**config.mk**
```make
export PLATFORM = sky130hd
export DESIGN_NAME = key_history_word_extractor_unit
export DESIGN_NICKNAME = d
export VERILOG_FILES = /design/src/rtl/khwe_pkg.sv /design/src/rtl/key_history_word_extractor_unit.sv /design/src/rtl/khwe_ram.sv /design/src/rtl/khwe_front.sv /design/src/rtl/khwe_back.sv
export SDC_FILE = /design/constraint.sdc
export NUM_CORES = 1
export LEC_CHECK = 0
export ABC_AREA = 0
export BUFFER_PORTS_ARGS = -buffer_cell sky130_fd_sc_hd__buf_2
export CORE_UTILIZATION = 60
export CTS_CLUSTER_DIAMETER = 200
export DETAILED_ROUTE_END_ITERATION = 16
export PLACE_DENSITY = 0.77
export SLEW_MARGIN = 10
export SYNTH_ARGS = -nofsm -noshare
export SYNTH_HDL_FRONTEND = slang
export SYNTH_HIERARCHICAL = 1
export SYNTH_SLANG_ARGS = --single-unit
```
**constraint.sdc**
```tcl
create_clock -name clk -period 5.3 [get_ports clk]
set_input_delay 1.325 -clock clk [delete_from_list [all_inputs] [get_ports clk]]
set_output_delay 1.325 -clock clk [all_outputs]
set_load 0.01 [all_outputs]
```
**src/rtl/khwe_pkg.sv**
```systemverilog
// Package for the key history word extractor: widths, command and key codes,
// and the front-to-back command record. No dependencies.
`timescale 1ns / 1ps
`default_nettype none
package khwe_pkg;
  localparam int DEPTH_DEF = 64;
  localparam int KEY_BITS  = 16;
  localparam int CNT_W     = 7;

  localparam logic [1:0] CMD_PUSH    = 2'd0;
  localparam logic [1:0] CMD_CLEAR   = 2'd1;
  localparam logic [1:0] CMD_DROP    = 2'd2;
  localparam logic [1:0] CMD_EXTRACT = 2'd3;

  localparam logic [1:0] KT_SPACE   = 2'd1;
  localparam logic [1:0] KT_COMMAND = 2'd3;

  // Command record handed from the front to the back
  typedef struct packed {
    logic [1:0]          command;
    logic [1:0]          key_type;
    logic [KEY_BITS-1:0] key_data;
    logic [CNT_W-1:0]    count;
  } cmd_t;
endpackage
`default_nettype wire

```
**src/rtl/key_history_word_extractor_unit.sv**
```systemverilog
// Top level of the key history word extractor: APB register, front queue
// and back end. Depends on khwe_pkg, khwe_front, khwe_back.
`timescale 1ns / 1ps
`default_nettype none
// Push, clear and drop each give one result, registered in the back end
// after the command queue. An extract reads the history ring through a
// single registered RAM port: one read of the newest entry, then a read
// and a classify step per entry walked backward, then a read per collected
// key when replaying oldest first. A two-entry command queue accepts items
// while the back end works; a new command starts only once the previous
// result has been taken.
module key_history_word_extractor_unit #(
  parameter int DEPTH = khwe_pkg::DEPTH_DEF
) (
  input  wire logic        clk,
  input  wire logic        rst_n,
  input  wire logic        in_tvalid,
  output logic             in_tready,
  // tdata: command[1:0], key_type[3:2], key_data[19:4], count[26:20]
  input  wire logic [31:0] in_tdata,
  output logic             out_tvalid,
  input  wire logic        out_tready,
  // tdata: valid_res[0], out_type[2:1], out_data[18:3], backspaces[25:19], fill[32:26]
  output logic [39:0]      out_tdata,
  output logic             out_tlast,
  input  wire logic        cfg_psel,
  input  wire logic        cfg_penable,
  input  wire logic        cfg_pwrite,
  input  wire logic [1:0]  cfg_paddr,
  input  wire logic [31:0] cfg_pwdata,
  output logic [31:0]      cfg_prdata,
  output logic             cfg_pready
);
  logic [khwe_pkg::CNT_W-1:0] max_size_r;
  logic           cfg_we, q_valid, q_pop;
  khwe_pkg::cmd_t in_cmd, q_cmd;
  logic [33:0]    res;

  assign cfg_pready = 1'b1;
  assign cfg_we = cfg_psel && cfg_penable && cfg_pwrite && (cfg_paddr == 2'd0);
  assign cfg_prdata = (cfg_paddr == 2'd0) ? {25'd0, max_size_r} : 32'd0;

  always_ff @(posedge clk) begin
    if (!rst_n) max_size_r <= 7'd64;
    else if (cfg_we) max_size_r <= cfg_pwdata[6:0];
  end

  assign in_cmd = '{command: in_tdata[1:0], key_type: in_tdata[3:2],
                    key_data: in_tdata[19:4], count: in_tdata[26:20]};

  khwe_front u_front (
    .clk(clk), .rst_n(rst_n), .in_valid(in_tvalid), .in_ready(in_tready),
    .in_cmd(in_cmd), .q_valid(q_valid), .q_pop(q_pop), .q_cmd(q_cmd)
  );

  khwe_back #(.DEPTH(DEPTH)) u_back (
    .clk(clk), .rst_n(rst_n), .q_valid(q_valid), .q_pop(q_pop), .q_cmd(q_cmd),
    .max_size(max_size_r), .cfg_we(cfg_we), .cfg_size(cfg_pwdata[6:0]),
    .res_valid(out_tvalid), .res_ready(out_tready), .res_data(res)
  );

  // res: last, fill, backspaces, data, type, valid
  assign out_tlast = res[33];
  assign out_tdata = {7'd0, res[32:0]};
endmodule
`default_nettype wire

```
**src/rtl/khwe_ram.sv**
```systemverilog
// Generic single-port-write, single-read RAM with registered read data.
// No dependencies.
`timescale 1ns / 1ps
`default_nettype none
module khwe_ram #(
  parameter int WIDTH = 18,
  parameter int DEPTH = 64
) (
  input  wire logic                     clk,
  input  wire logic                     we,
  input  wire logic [$clog2(DEPTH)-1:0] waddr,
  input  wire logic [WIDTH-1:0]         wdata,
  input  wire logic [$clog2(DEPTH)-1:0] raddr,
  output logic      [WIDTH-1:0]         rdata
);
  logic [WIDTH-1:0] mem [DEPTH];

  always_ff @(posedge clk) begin
    if (we) mem[waddr] <= wdata;
    rdata <= mem[raddr];
  end
endmodule
`default_nettype wire

```
**src/rtl/khwe_front.sv**
```systemverilog
// Front end: accepts input transactions into a two-entry command queue.
// Depends on khwe_pkg.
`timescale 1ns / 1ps
`default_nettype none
module khwe_front (
  input  wire logic            clk,
  input  wire logic            rst_n,
  input  wire logic            in_valid,
  output logic                 in_ready,
  input  wire khwe_pkg::cmd_t  in_cmd,
  output logic                 q_valid,
  input  wire logic            q_pop,
  output khwe_pkg::cmd_t       q_cmd
);
  khwe_pkg::cmd_t slot_r [2];
  logic           wp_r, wp_nxt, rp_r, rp_nxt;
  logic [1:0]     cnt_r, cnt_nxt;
  logic           push;

  assign in_ready = (cnt_r != 2'd2);
  assign push     = in_valid && in_ready;
  assign q_valid  = (cnt_r != 2'd0);
  assign q_cmd    = slot_r[rp_r];

  always_comb begin
    wp_nxt  = wp_r ^ push;
    rp_nxt  = rp_r ^ q_pop;
    cnt_nxt = cnt_r + {1'b0, push} - {1'b0, q_pop};
  end

  always_ff @(posedge clk) begin
    if (!rst_n) begin
      wp_r <= 1'b0; rp_r <= 1'b0; cnt_r <= 2'd0;
    end else begin
      wp_r <= wp_nxt; rp_r <= rp_nxt; cnt_r <= cnt_nxt;
    end
  end

  always_ff @(posedge clk) begin
    if (push) slot_r[wp_r] <= in_cmd;
  end
endmodule
`default_nettype wire

```
**src/rtl/khwe_back.sv**
```systemverilog
// Back end: history ring, push/clear/drop updates and the backward word walk
// with forward replay of collected keys. Depends on khwe_pkg and khwe_ram.
`timescale 1ns / 1ps
`default_nettype none
module khwe_back #(
  parameter int DEPTH = khwe_pkg::DEPTH_DEF
) (
  input  wire logic                        clk,
  input  wire logic                        rst_n,
  input  wire logic                        q_valid,
  output logic                             q_pop,
  input  wire khwe_pkg::cmd_t              q_cmd,
  input  wire logic [khwe_pkg::CNT_W-1:0]  max_size,
  input  wire logic                        cfg_we,
  input  wire logic [khwe_pkg::CNT_W-1:0]  cfg_size,
  output logic                             res_valid,
  input  wire logic                        res_ready,
  output logic [33:0]                      res_data
);
  localparam int AW  = $clog2(DEPTH);
  localparam int CW  = khwe_pkg::CNT_W;
  localparam int KB  = khwe_pkg::KEY_BITS;
  localparam int EW  = KB + 2;
  localparam int CAP = (DEPTH < 64) ? DEPTH : 64;

  localparam logic [2:0] ST_IDLE = 3'd0;
  localparam logic [2:0] ST_RD   = 3'd1;
  localparam logic [2:0] ST_WALK = 3'd2;
  localparam logic [2:0] ST_EMIT = 3'd3;
  localparam logic [2:0] ST_ERD  = 3'd4;
  localparam logic [2:0] ST_OUT  = 3'd5;

  logic [2:0]    st_r, st_nxt;
  logic [AW-1:0] np_r, np_nxt;
  logic [CW-1:0] ec_r, ec_nxt;
  logic [CW-1:0] age_r, age_nxt;
  logic [CW-1:0] n_r, n_nxt;
  logic [CW-1:0] words_r, words_nxt;
  logic [CW-1:0] i_r, i_nxt;
  logic [CW-1:0] cnt_r, cnt_nxt;
  logic          trail_r, trail_nxt;
  logic          ov_r, ov_nxt;
  logic [33:0]   od_r, od_nxt;

  logic          we;
  logic [AW-1:0] waddr, raddr;
  logic [EW-1:0] wdata, rdata;
  logic [CW-1:0] emax, cfg_emax, cfg_clip;
  logic [1:0]    rtype;

  // Effective size clamp 1..CAP
  function automatic logic [CW-1:0] size_clamp(input logic [CW-1:0] sz);
    logic [CW-1:0] m;
    m = sz;
    if (m == '0) m = CW'(1);
    if (m > CW'(CAP)) m = CW'(CAP);
    return m;
  endfunction

  // Ring spans the full address range so pointer wrap stays in bounds
  khwe_ram #(.WIDTH(EW), .DEPTH(2 ** AW)) u_ram (
    .clk(clk), .we(we), .waddr(waddr), .wdata(wdata), .raddr(raddr), .rdata(rdata)
  );

  assign emax     = size_clamp(max_size);
  // A register write trims the fill to the newly written size
  assign cfg_emax = size_clamp(cfg_size);
  assign cfg_clip = (ec_r > cfg_emax) ? cfg_emax : ec_r;

  assign rtype     = rdata[EW-1 -: 2];
  assign res_valid = ov_r;
  assign res_data  = od_r;

  always_comb begin
    st_nxt = st_r; np_nxt = np_r; ec_nxt = ec_r; age_nxt = age_r; n_nxt = n_r;
    words_nxt = words_r; i_nxt = i_r; cnt_nxt = cnt_r; trail_nxt = trail_r;
    ov_nxt = ov_r && !res_ready; od_nxt = od_r;
    q_pop = 1'b0; we = 1'b0;
    waddr = np_r + AW'(1);
    wdata = {q_cmd.key_type, q_cmd.key_data};
    raddr = np_r - AW'(age_r);
    if (cfg_we) ec_nxt = cfg_clip;
    case (st_r)
      ST_IDLE: begin
        if (q_valid && !ov_r) begin
          q_pop = 1'b1;
          case (q_cmd.command)
            khwe_pkg::CMD_PUSH: begin
              if (q_cmd.key_type == khwe_pkg::KT_COMMAND) ec_nxt = '0;
              else begin
                we = 1'b1;
                np_nxt = np_r + AW'(1);
                ec_nxt = (ec_r >= emax) ? emax : ec_r + CW'(1);
              end
            end
            khwe_pkg::CMD_CLEAR: ec_nxt = '0;
            khwe_pkg::CMD_DROP:
              ec_nxt = (q_cmd.count >= ec_r) ? '0 : ec_r - q_cmd.count;
            default: ;
          endcase
          if (q_cmd.command == khwe_pkg::CMD_EXTRACT && ec_r != '0 &&
              q_cmd.count != '0) begin
            cnt_nxt = q_cmd.count; age_nxt = '0; n_nxt = '0; words_nxt = '0;
            trail_nxt = 1'b1; st_nxt = ST_RD;
          end else begin
            ov_nxt = 1'b1;
            od_nxt = {1'b1, ec_nxt, 7'd0, 16'd0, 2'd0, 1'b0};
          end
        end
      end
      ST_RD: st_nxt = ST_WALK;
      // Each entry walked: read issue in ST_RD, then classify in ST_WALK
      ST_WALK: begin
        if (age_r >= ec_r || n_r >= CW'(64) || (!trail_r && words_r >= cnt_r))
          st_nxt = ST_EMIT;
        else begin
          st_nxt = ST_RD;
          age_nxt = age_r + CW'(1);
          if (trail_r && rtype == khwe_pkg::KT_SPACE) n_nxt = n_r + CW'(1);
          else begin
            trail_nxt = 1'b0;
            if (rtype == khwe_pkg::KT_SPACE) begin
              words_nxt = words_r + CW'(1);
              if (words_r + CW'(1) < cnt_r) n_nxt = n_r + CW'(1);
            end else n_nxt = n_r + CW'(1);
          end
        end
      end
      ST_EMIT: begin
        if (n_r == '0) begin
          ov_nxt = 1'b1;
          od_nxt = {1'b1, ec_r, 7'd0, 16'd0, 2'd0, 1'b0};
          st_nxt = ST_IDLE;
        end else begin
          i_nxt = '0; age_nxt = n_r - CW'(1); st_nxt = ST_ERD;
        end
      end
      ST_ERD: st_nxt = ST_OUT;
      // Collected keys are the n newest minus skipped boundary; replay oldest first
      ST_OUT: begin
        if (!ov_r || res_ready) begin
          ov_nxt = 1'b1;
          od_nxt = {(i_r + CW'(1) == n_r), ec_r, n_r,
                    rdata[KB-1:0], rtype, 1'b1};
          i_nxt = i_r + CW'(1);
          if (i_r + CW'(1) == n_r) st_nxt = ST_IDLE;
          else begin
            age_nxt = age_r - CW'(1); st_nxt = ST_ERD;
          end
        end
      end
      default: st_nxt = ST_IDLE;
    endcase
  end

  always_ff @(posedge clk) begin
    if (!rst_n) begin
      st_r <= ST_IDLE; np_r <= '0; ec_r <= '0; ov_r <= 1'b0;
    end else begin
      st_r <= st_nxt; np_r <= np_nxt; ec_r <= ec_nxt; ov_r <= ov_nxt;
    end
  end

  always_ff @(posedge clk) begin
    age_r <= age_nxt; n_r <= n_nxt; words_r <= words_nxt; i_r <= i_nxt;
    cnt_r <= cnt_nxt; trail_r <= trail_nxt; od_r <= od_nxt;
  end
endmodule
`default_nettype wire
```
# Word level (Yosys, flattened, before mapping)

Memories as Yosys holds them, arrays and structs flattened. A register that Yosys moved wholly into a read port is not among the register bits.
Index checks and enable logic that the tools add are counted.

Register bits: 98
RAM bits: 1206
Memories kept: 2
Bits in latches: 0
Output and inout port bits: 76
Word-level logic and storage cells: 167
Memory bits (read-only): 0

Memories:

| name             | words | bits a word | rd ports | clocked after memory_dff | wr ports | RTL line         | text |
|---|---|---|---|---|---|---|---|
| u_back.u_ram.mem | 64    | 18          | 1        | 1                        | 1        | khwe_ram.sv:16   | `logic [WIDTH-1:0] mem [DEPTH];` |
| u_front.slot_r   | 2     | 27          | 1        | 1                        | 1        | khwe_front.sv:15 | `khwe_pkg::cmd_t slot_r [2];` |

Shifts and indexed selects: 0
Div/mod/pow operators: 0
Reductions and logical operators: 38
Equality and inequality tests: 23
Add/sub/neg operators: 12
Mux-type cells: 65
Multipliers: 0
Bitwise operators: 3
Magnitude comparators: 9

Operator list:

| kind                  | number |
|---|---|
| $mux W7               | 27 |
| $mux W34              | 4 |
| $pmux W34 S3          | 1 |
| $pmux W7 S2           | 3 |
| $add A7 B1 Y7 const B | 5 |
| $ge A7 B7 Y1          | 4 |
| $pmux W7 S4           | 1 |
| $logic_not A7 Y1      | 3 |
| $pmux W7 S3           | 1 |
| $mux W1               | 19 |
| $pmux W3 S6           | 1 |
| $mux W3               | 5 |
| $reduce_and A5 Y1     | 3 |
| $gt A7 B7 Y1 const B  | 2 |
| $reduce_bool A7 Y1    | 2 |
| $sub A7 B1 Y7 const B | 2 |
| $ne A2 B2 Y1 const B  | 6 |
| $logic_and A1 B1 Y1   | 10 |
| $ne A2 B1 Y1 const B  | 5 |
| $reduce_and A3 Y1     | 3 |
| $eq A7 B7 Y1          | 1 |
| $ge A7 B7 Y1 const B  | 1 |
| $gt A7 B7 Y1          | 1 |
| $lt A7 B7 Y1          | 1 |
| 26 further kinds      | 39 |

# Longest topological paths before layout

Gate-level depths: netlist of run 1.

Depth in word-level cells: 11
Depth in mapped cells: 15

# By module

The synthesis of run 1 kept the hierarchy.

By module, submodules not included:

| module                          | seq. area each (um^2) | area an instance (um^2) | cells each | instances |
|---|---|---|---|---|
| khwe_ram                        | 34953.5               | 44621.5                 | 1957       | 1 |
| khwe_back                       | 2442.3                | 6088.3                  | 612        | 1 |
| khwe_front                      | 1721.7                | 2268.4                  | 109        | 1 |
| key_history_word_extractor_unit | 140.1                 | 605.6                   | 75         | 1 |

# Worst setup path after synthesis of run 1

No wires, ideal clock.

Path type: register to register
Start: register (tool-made name)
End: memory u_back.u_ram.mem[48][0], enable pin
Slack: 1701 ps
Period minus slack after synthesis: 3599 ps
Cell stages (with the launch flop): 8
Arrival: 3183 ps
Path through: dfxtp_1 buf_4 buf_6 mux2_4 a211o_1 nor2_4 nand4b_1 nor3_1

RTL lines:

| what      | RTL line |
|---|---|
| to (decl) | khwe_ram.sv:16 |

# Worst setup path in the final report of run 1

Start: register u_back.np_r[0]
End: register u_back.u_ram.rdata[1] (read register of u_back.u_ram.mem)

Longest elaborated chain between the ends: 1

Ends and longest elaborated chain:

| what                   | RTL line         | text |
|---|---|---|
| from (decl)            | khwe_back.sv:34  | `logic [AW-1:0] np_r, np_nxt;` |
| from (signal assigned) | khwe_back.sv:160 | `st_r <= st_nxt; np_r <= np_nxt; ec_r <= ec_nxt; ov_r <= ov_nxt;` |
| $sub A6 B6 Y6          | khwe_back.sv:81  | `raddr = np_r - AW'(age_r);` |
| net u_back.raddr[4]    | khwe_back.sv:46  | `logic [AW-1:0] waddr, raddr;` |
| to (decl)              | khwe_ram.sv:14   | `output logic [WIDTH-1:0] rdata` |

The timed path passes the listed nets, and every way through them passes these cells.
A chain may end at the register's enable or synchronous reset.

==> impl_metrics.tcl, run 1 <==
set metrics [dict create \
    hold_buffers 0 \
    max_stage_delay_ns 0.62 \
    ant_nets 0 \
    globalRouteOverflowTotal 0 \
    place.detailed.instances 3976 \
    synth_edf_count 1276 \
    post-dp-hpwl_um 71040 \
    detail_route.first_pass.iterations 5 \
    worst_path_max_delay_cell "sky130_fd_sc_hd__nand2b_1" \
    port-buffer-count 85 \
    power.ir.vdd_worst_mv 0.3553 \
    clkSinkCount 1323 \
    ctsRootBufferMaster "sky130_fd_sc_hd__clkbuf_16" \
    min_path_type "register to register" \
    post-route-period-util 0.8088 \
    drc 0 \
    fp.dieW_um 300.8 \
    maxClockFrequency_mhz 233.3 \
    floorplan.die_area_sq_um 90500 \
    critical_path.endpoint_type "register" \
    number_of_warnings_printed_during_yosys_synthesis 6 \
    count_of_vias_placed_by_the_detailed_router 27690 \
    worstMarginPinSlew_ns 1.077 \
    layout_common_cells "sky130_fd_sc_hd__edfxtp_1, sky130_fd_sc_hd__mux4_2, sky130_fd_sc_hd__clkbuf_16" \
    worst_ep_required_ns 5.86 \
    final_common_cell "sky130_fd_sc_hd__edfxtp_1" \
    htreeDepth 4 \
    finalPower_mw 25.69 \
    wirelength_routed_um 125300 \
    max_cap_viol_count 0 \
    timing.final.max_slew_violations 0 \
    gr-usage-all-layers 0.2835 \
    grt_pass1_vias 28070 \
    yosys.area.top_type "sky130_fd_sc_hd__edfxtp_1" \
    clk_latency_ns 0.74 \
    detail_route.iter0.violations 3558 \
    cts_max_path_buffers 3 \
    critical_path_arrival_ns 4.85 \
    layout.core_utilization 0.6772 \
    timing.slew.headroom 0.2798 \
    area_growth_pct 11.68 \
    synth_seq_area_share 0.7326 \
    row_count 109 \
    report.final.setup_viol 0 \
    synth.ff_latch_count 1323 \
    cts.repair.resized 0 \
    final.fill_count 5311 \
    clk_transition_reported_paths_ns 0.06 \
    ys_async_sr_fraction 0 \
    ys_dominant_reg_cell "sky130_fd_sc_hd__edfxtp_1" \
    layout_min_cycle_time_ns 4.287 \
    synth.cell_area_sq_um 53580 \
    routabilityCongestion 0.8636 \
    power_density_nw_per_um2 429.2 \
    tritoncts_clock_tree "built" \
    maximum_number_of_pins_on_one_net_before_global_route_repair 86 \
    synthDistinctLibCells 88 \
    crit_path_cell_trace "inv_1, ha_1, fa_1, inv_1, a21o_1, a21oi_1, xnor2_2, nand2b_1, buf_4, o21ai_0, a21oi_1, o21ai_1, o21ai_1" \
    outcome "finished clean" \
    antenna_found_initial 5 \
    ios 149 \
    fp.coreArea_sq_um 88370 \
    grt_setup_unrepaired "no" \
    postSynthCellCount 2753 \
    post_route_cells_drive_above_1_share 0.2502 \
    synth.area.top_cells "sky130_fd_sc_hd__edfxtp_1, sky130_fd_sc_hd__mux4_2, sky130_fd_sc_hd__dfxtp_1" \
    finalClockSkew_ns 0.02333 \
    setup.worst_path.class "register to register" \
    setup_tns_ns 0 \
    cts_post_setup_buffers_inserted 0 \
    floorplan.initialDensity 0.6063 \
    timing.critical_path.from_type "register" \
    timing.hold.ws_ns 0.4939 \
    wire_per_inst_um 29.80 \
    grt_pass1_wl_um 183800 \
    finalHoldViolations 0 \
    final_cells 4206 \
    num-nets-final 3084 \
    total_cts_buffers 133 \
    floorplan.die.height_um 300.8 \
    power.static_leakage_nw 19.56 \
    post-synth-top-area-fraction 0.7151 \
    critical_path_peak_fanout 14 \
    via_per_inst 6.584 \
    avgSynthCellArea_sq_um 19.46 \
]
[power breakdown]
part	internal (mW)	total, mW	switching, mW
combinational	1.34	3.85	2.52
clock	5.28	9.09	3.81
sequential	12.6	12.7	0.177
total	19.2	25.7	6.50
[sequential cells by signal, summed over array words and instances, names as in the netlist, 2 cells and up, named ones only]
signal and flops:
u_back/np_r 6, u_back/ec_r 7, u_back/res_data 34, max_size_r 7
u_back/age_r 7, u_front/cnt_r 2, u_front/slot_r 54, u_back/u_ram/mem 1152
u_back/i_r 7, u_back/words_r 7, u_back/u_ram/rdata 18, u_back/st_r 3
u_back/cnt_r 7, u_back/n_r 7
[metal layers]
metal / routed length [um] / global-route usage / share of wire
met1: 45910 / 0.3859 / 0.37
met2: 62360 / 0.4652 / 0.50
met3: 12650 / 0.04949 / 0.10
met4: 4410 / 0.1038 / 0.035
met5: 18 / 0 / 0.00014
[worst max-delay path, delay by kind of cell (launching register included)]
kind	cells	cell delay, ns
buffers and inverters	3	0.73
adder cells (fa/ha/maj)	2	0.74
flip-flops	1	0.39
XOR/XNOR	1	0.30
AND/OR/NAND/NOR	1	0.62
AO/OA/AOI/OAI	6	1.34
[area by class of cell]
class	instances	area [sq um]	area share
well taps	1165	1458	0.02436
flip-flops and latches	1323	39260	0.6560
diodes	3	7.507	0.0001254
clock inverters	60	679.4	0.01135
inverters	55	221.5	0.003701
clock buffers	166	3505	0.05856
multi-input cells	1244	13350	0.2232
repair buffers	190	1361	0.02275
[path summary, 6_finish.rpt]
| kind | from | to | slack, ns | depth (start not counted) |
|---|---|---|---|---|
| max | u_back/np_r[0] | u_back/u_ram/rdata[1] | 1.01 | 13 |
| min | max_size_r[0] | max_size_r[0] | 0.49 | 2 |
| max reg2reg | u_back/np_r[0] | u_back/u_ram/rdata[1] | 1.01 | 13 |
| min reg2reg | max_size_r[0] | max_size_r[0] | 0.49 | 2 |
[cell families after synthesis]
logic type,Yosys count,synth area share
compound gates,266,0.03131
mux,421,0.1511
simple gates,406,0.03727
xor+xnor,54,0.009620
buf+inv,217,0.02251
fa+ha+maj,64,0.01536
flops,1323,0.7326
other cells,2,0.0001402
[metrics by stage]
step	worst slack, ns	instance area (sq um)
5_1_grt	0.9116	59840
4_1_cts	1.073	59830
3_3_place_gp	1.345	55650
2_1_floorplan	1.701	53700
3_5_place_dp	1.214	55650
6_report	1.013	59840
[Yosys cell counts (12+ instances only)]
master,count
sky130_fd_sc_hd__a211oi_1,21
sky130_fd_sc_hd__a21oi_1,61
sky130_fd_sc_hd__and2_1,15
sky130_fd_sc_hd__and3_1,29
sky130_fd_sc_hd__buf_2,36
sky130_fd_sc_hd__buf_4,54
sky130_fd_sc_hd__buf_6,19
sky130_fd_sc_hd__clkbuf_1,51
sky130_fd_sc_hd__dfxtp_1,47
sky130_fd_sc_hd__edfxtp_1,1276
sky130_fd_sc_hd__ha_1,61
sky130_fd_sc_hd__inv_1,52
sky130_fd_sc_hd__mux2_1,12
sky130_fd_sc_hd__mux2_2,13
sky130_fd_sc_hd__mux2_4,20
sky130_fd_sc_hd__mux2i_1,76
sky130_fd_sc_hd__mux4_2,300
sky130_fd_sc_hd__nand2_1,75
sky130_fd_sc_hd__nand2b_1,15
sky130_fd_sc_hd__nand3_1,30
sky130_fd_sc_hd__nor2_1,146
sky130_fd_sc_hd__nor2b_1,15
sky130_fd_sc_hd__nor3_1,26
sky130_fd_sc_hd__o21ai_0,48
sky130_fd_sc_hd__o21ai_1,31
sky130_fd_sc_hd__o22ai_1,37
sky130_fd_sc_hd__or3_1,17
sky130_fd_sc_hd__xnor2_1,33
sky130_fd_sc_hd__xor2_1,18
Note: power is estimated with default switching activity, not from simulation.
==> run 2: changes to the inputs <==
--- a/config.mk
+++ b/config.mk
@@ -7,10 +7,10 @@
 export LEC_CHECK = 0
 export ABC_AREA = 0
 export BUFFER_PORTS_ARGS = -buffer_cell sky130_fd_sc_hd__buf_2
-export CORE_UTILIZATION = 60
+export CORE_UTILIZATION = 56
 export CTS_CLUSTER_DIAMETER = 200
 export DETAILED_ROUTE_END_ITERATION = 16
-export PLACE_DENSITY = 0.77
+export PLACE_DENSITY = 0.76
 export SLEW_MARGIN = 10
 export SYNTH_ARGS = -nofsm -noshare
 export SYNTH_HDL_FRONTEND = slang
==> constraint.sdc (replaced) <==
create_clock -name clk -period 3.65 [get_ports clk]
set_input_delay 0.9125 -clock clk [delete_from_list [all_inputs] [get_ports clk]]
set_output_delay 0.9125 -clock clk [all_outputs]
set_load 0.01 [all_outputs]
==> run 2 against run 1 <==
  * Flip-flop and latch count unchanged
  * Highest routed layer unchanged
  * Register-to-register slack got worse by 0.93 ns
  * Final cell count up 4.3%
  * Critical path type unchanged
==> impl_metrics.tcl, run 2 (same netlist as run 1, synthesis figures left out) <==
set metrics [dict create \
    clkSinkCount 1323 \
    detail_route.first_pass.iterations 6 \
    cts_post_setup_buffers_inserted 0 \
    floorplan.initialDensity 0.5648 \
    critical_path.endpoint_type "register" \
    layout_common_cells "sky130_fd_sc_hd__edfxtp_1, sky130_fd_sc_hd__mux4_2, sky130_fd_sc_hd__buf_4" \
    grt_setup_unrepaired "no" \
    groute.layer.met2.usage 0.4319 \
    finalClockSkew_ns 0.03392 \
    gr-usage-all-layers 0.2616 \
    min_path_type "input pin to register" \
    critical_path_peak_fanout 27 \
    power_density_nw_per_um2 613.3 \
    floorplan.die.height_um 311.3 \
    report.final.setup_viol 0 \
    met1_usage 0.3516 \
    outcome "finished clean" \
    via_per_inst 6.343 \
    registers.top_by_ff_count "u_back/u_ram/mem" \
    power.ir.vdd_worst_mv 0.5384 \
    final.fill_count 6154 \
    layout_min_cycle_time_ns 3.563 \
    final_common_cell "sky130_fd_sc_hd__edfxtp_1" \
    grt_busiest_layer "met2" \
    largest_register_ffs 1152 \
    wirelength_routed_um 125500 \
    num-nets-final 3152 \
    maximum_number_of_pins_on_one_net_before_global_route_repair 66 \
    critical_path_arrival_ns 4.16 \
    max_cap_viol_count 0 \
    post-route-period-util 0.9762 \
    place_worst_setup_slack_ns 0.08662 \
    clk_latency_ns 0.73 \
    setup.worst_path.class "register to register" \
    port-buffer-count 85 \
    timing.final.max_slew_violations 0 \
    antenna_found_initial 3 \
    drc 0 \
    timing.critical_path.from_type "register" \
    grt_pass1_vias 28410 \
    count_of_vias_placed_by_the_detailed_router 27820 \
    detail_route.iter0.violations 3215 \
    post_route_cells_drive_above_1_share 0.2693 \
    clk_transition_reported_paths_ns 0.06 \
    total_cts_buffers 121 \
    wire_per_inst_um 28.61 \
    htreeDepth 3 \
    row_count 113 \
    tritoncts_clock_tree "built" \
    ant_nets 0 \
    floorplan.die_area_sq_um 96930 \
    cts_max_path_buffers 3 \
    globalRouteOverflowTotal 0 \
    worst_ep_required_ns 4.24 \
    maxClockFrequency_mhz 280.6 \
    post-dp-hpwl_um 74150 \
    fp.dieW_um 311.3 \
    finalHoldViolations 0 \
    area_growth_pct 12.92 \
    ios 149 \
    timing.slew.headroom 0.4095 \
    power.static_leakage_nw 19.90 \
    ctsRootBufferMaster "sky130_fd_sc_hd__clkbuf_16" \
    setup_slack_ns 0.08680 \
    setup_tns_ns 0 \
    fp.coreArea_sq_um 94870 \
    grt_use_met3 0.04612 \
    grt_pass1_wl_um 185300 \
    worstMarginPinSlew_ns 0.8805 \
    routabilityCongestion 0.8934 \
]
-- run 2: cell types whose count changed in the layout (fill, tap and decap cells not counted), moves of 3 or more --
| cell | change |
|---|---|
| sky130_fd_sc_hd__buf_4 | +72 |
| sky130_fd_sc_hd__clkbuf_8 | +6 |
| sky130_fd_sc_hd__clkbuf_16 | -14 |
| sky130_fd_sc_hd__inv_6 | -3 |
| sky130_fd_sc_hd__clkinv_4 | +6 |
| sky130_fd_sc_hd__nor2_1 | +8 |
| sky130_fd_sc_hd__nor2_2 | -8 |
| sky130_fd_sc_hd__buf_12 | +7 |
| sky130_fd_sc_hd__clkinv_2 | +5 |
-- run 2: critical path, cell delays in order, from the launching register on --
cell	delay, ns
sky130_fd_sc_hd__dfxtp_1	0.41
sky130_fd_sc_hd__inv_1	0.09
sky130_fd_sc_hd__ha_1	0.24
sky130_fd_sc_hd__fa_1	0.43
sky130_fd_sc_hd__inv_1	0.08
sky130_fd_sc_hd__a21o_1	0.10
sky130_fd_sc_hd__a21oi_1	0.09
sky130_fd_sc_hd__xnor2_2	0.21
sky130_fd_sc_hd__buf_12	0.24
sky130_fd_sc_hd__buf_12	0.23
sky130_fd_sc_hd__buf_4	0.15
sky130_fd_sc_hd__mux4_2	0.29
sky130_fd_sc_hd__mux2i_1	0.15
sky130_fd_sc_hd__a21oi_1	0.19
sky130_fd_sc_hd__o21ai_1	0.28
sky130_fd_sc_hd__buf_4	0.18
sky130_fd_sc_hd__o21ai_1	0.05
-- run 2: final timing paths --
| path | startpoint | endpoint | slack, ns | cells after the start |
|---|---|---|---|---|
| setup / recovery | u_back/np_r[0] | u_back/u_ram/rdata[13] | 0.09 | 16 |
| hold / removal | in_tdata[16] | u_front/slot_r[0][19] | 0.39 | 1 |
| hold reg to reg | max_size_r[0] | max_size_r[0] | 0.48 | 2 |
| setup reg to reg | u_back/np_r[0] | u_back/u_ram/rdata[13] | 0.09 | 16 |
-- run 2: what timing repair did --
action / 4_1_cts / 5_1_grt
gates resized for setup: 1 / 8
gates cloned: 0 / 0
pin swaps: 0 / 0
setup endpoints to repair: 1 / 12
hold buffers: 0 / 0
-- run 2: stage by stage --
| stage | utilization | cells | total power [mW] | area (sq um) | hold WS [ns] |
|---|---|---|---|---|---|
| 5_1_grt | 0.6378 | 4385 | 38.24 | 60510 | 0.3761 |
| 3_3_place_gp | 0.5950 | 4157 | 24.41 | 56450 | 0.4587 |
| 6_report | 0.6378 | 4385 | 37.11 | 60510 | 0.3888 |
| 3_5_place_dp | 0.5950 | 4157 | 24.67 | 56450 | 0.4698 |
| 2_1_floorplan | - | 2784 | 22.38 | 53700 | 0.4429 |
| 4_1_cts | 0.6375 | 4384 | 37.28 | 60480 | 0.3444 |
-- run 2: metal layers --
metal / wire length (um) / vias up
met2: 62890 / 1634
met4: 4310 / 2
met1: 46320 / 14310
met3: 11940 / 252
met5: 13 / -
li1: - / 11620
-- run 2: cell type report --
| class | instances | area, sq um | area share |
|---|---|---|---|
| Sequential cell | 1323 | 39260 | 0.6488 |
| Multi-Input combinational cell | 1244 | 13350 | 0.2207 |
| Clock buffer | 156 | 3229 | 0.05337 |
| Timing Repair Buffer | 270 | 2059 | 0.03404 |
| Tap cell | 1265 | 1583 | 0.02616 |
| Clock inverter | 71 | 803.3 | 0.01328 |
| Inverter | 55 | 221.5 | 0.003660 |
| Antenna cell | 1 | 2.502 | 0.00004136 |
-- run 2: power by group --
group          internal, mW  switching (mW)
Clock                  7.20            5.52
Combinational          2.17            3.76
Sequential             18.2           0.215
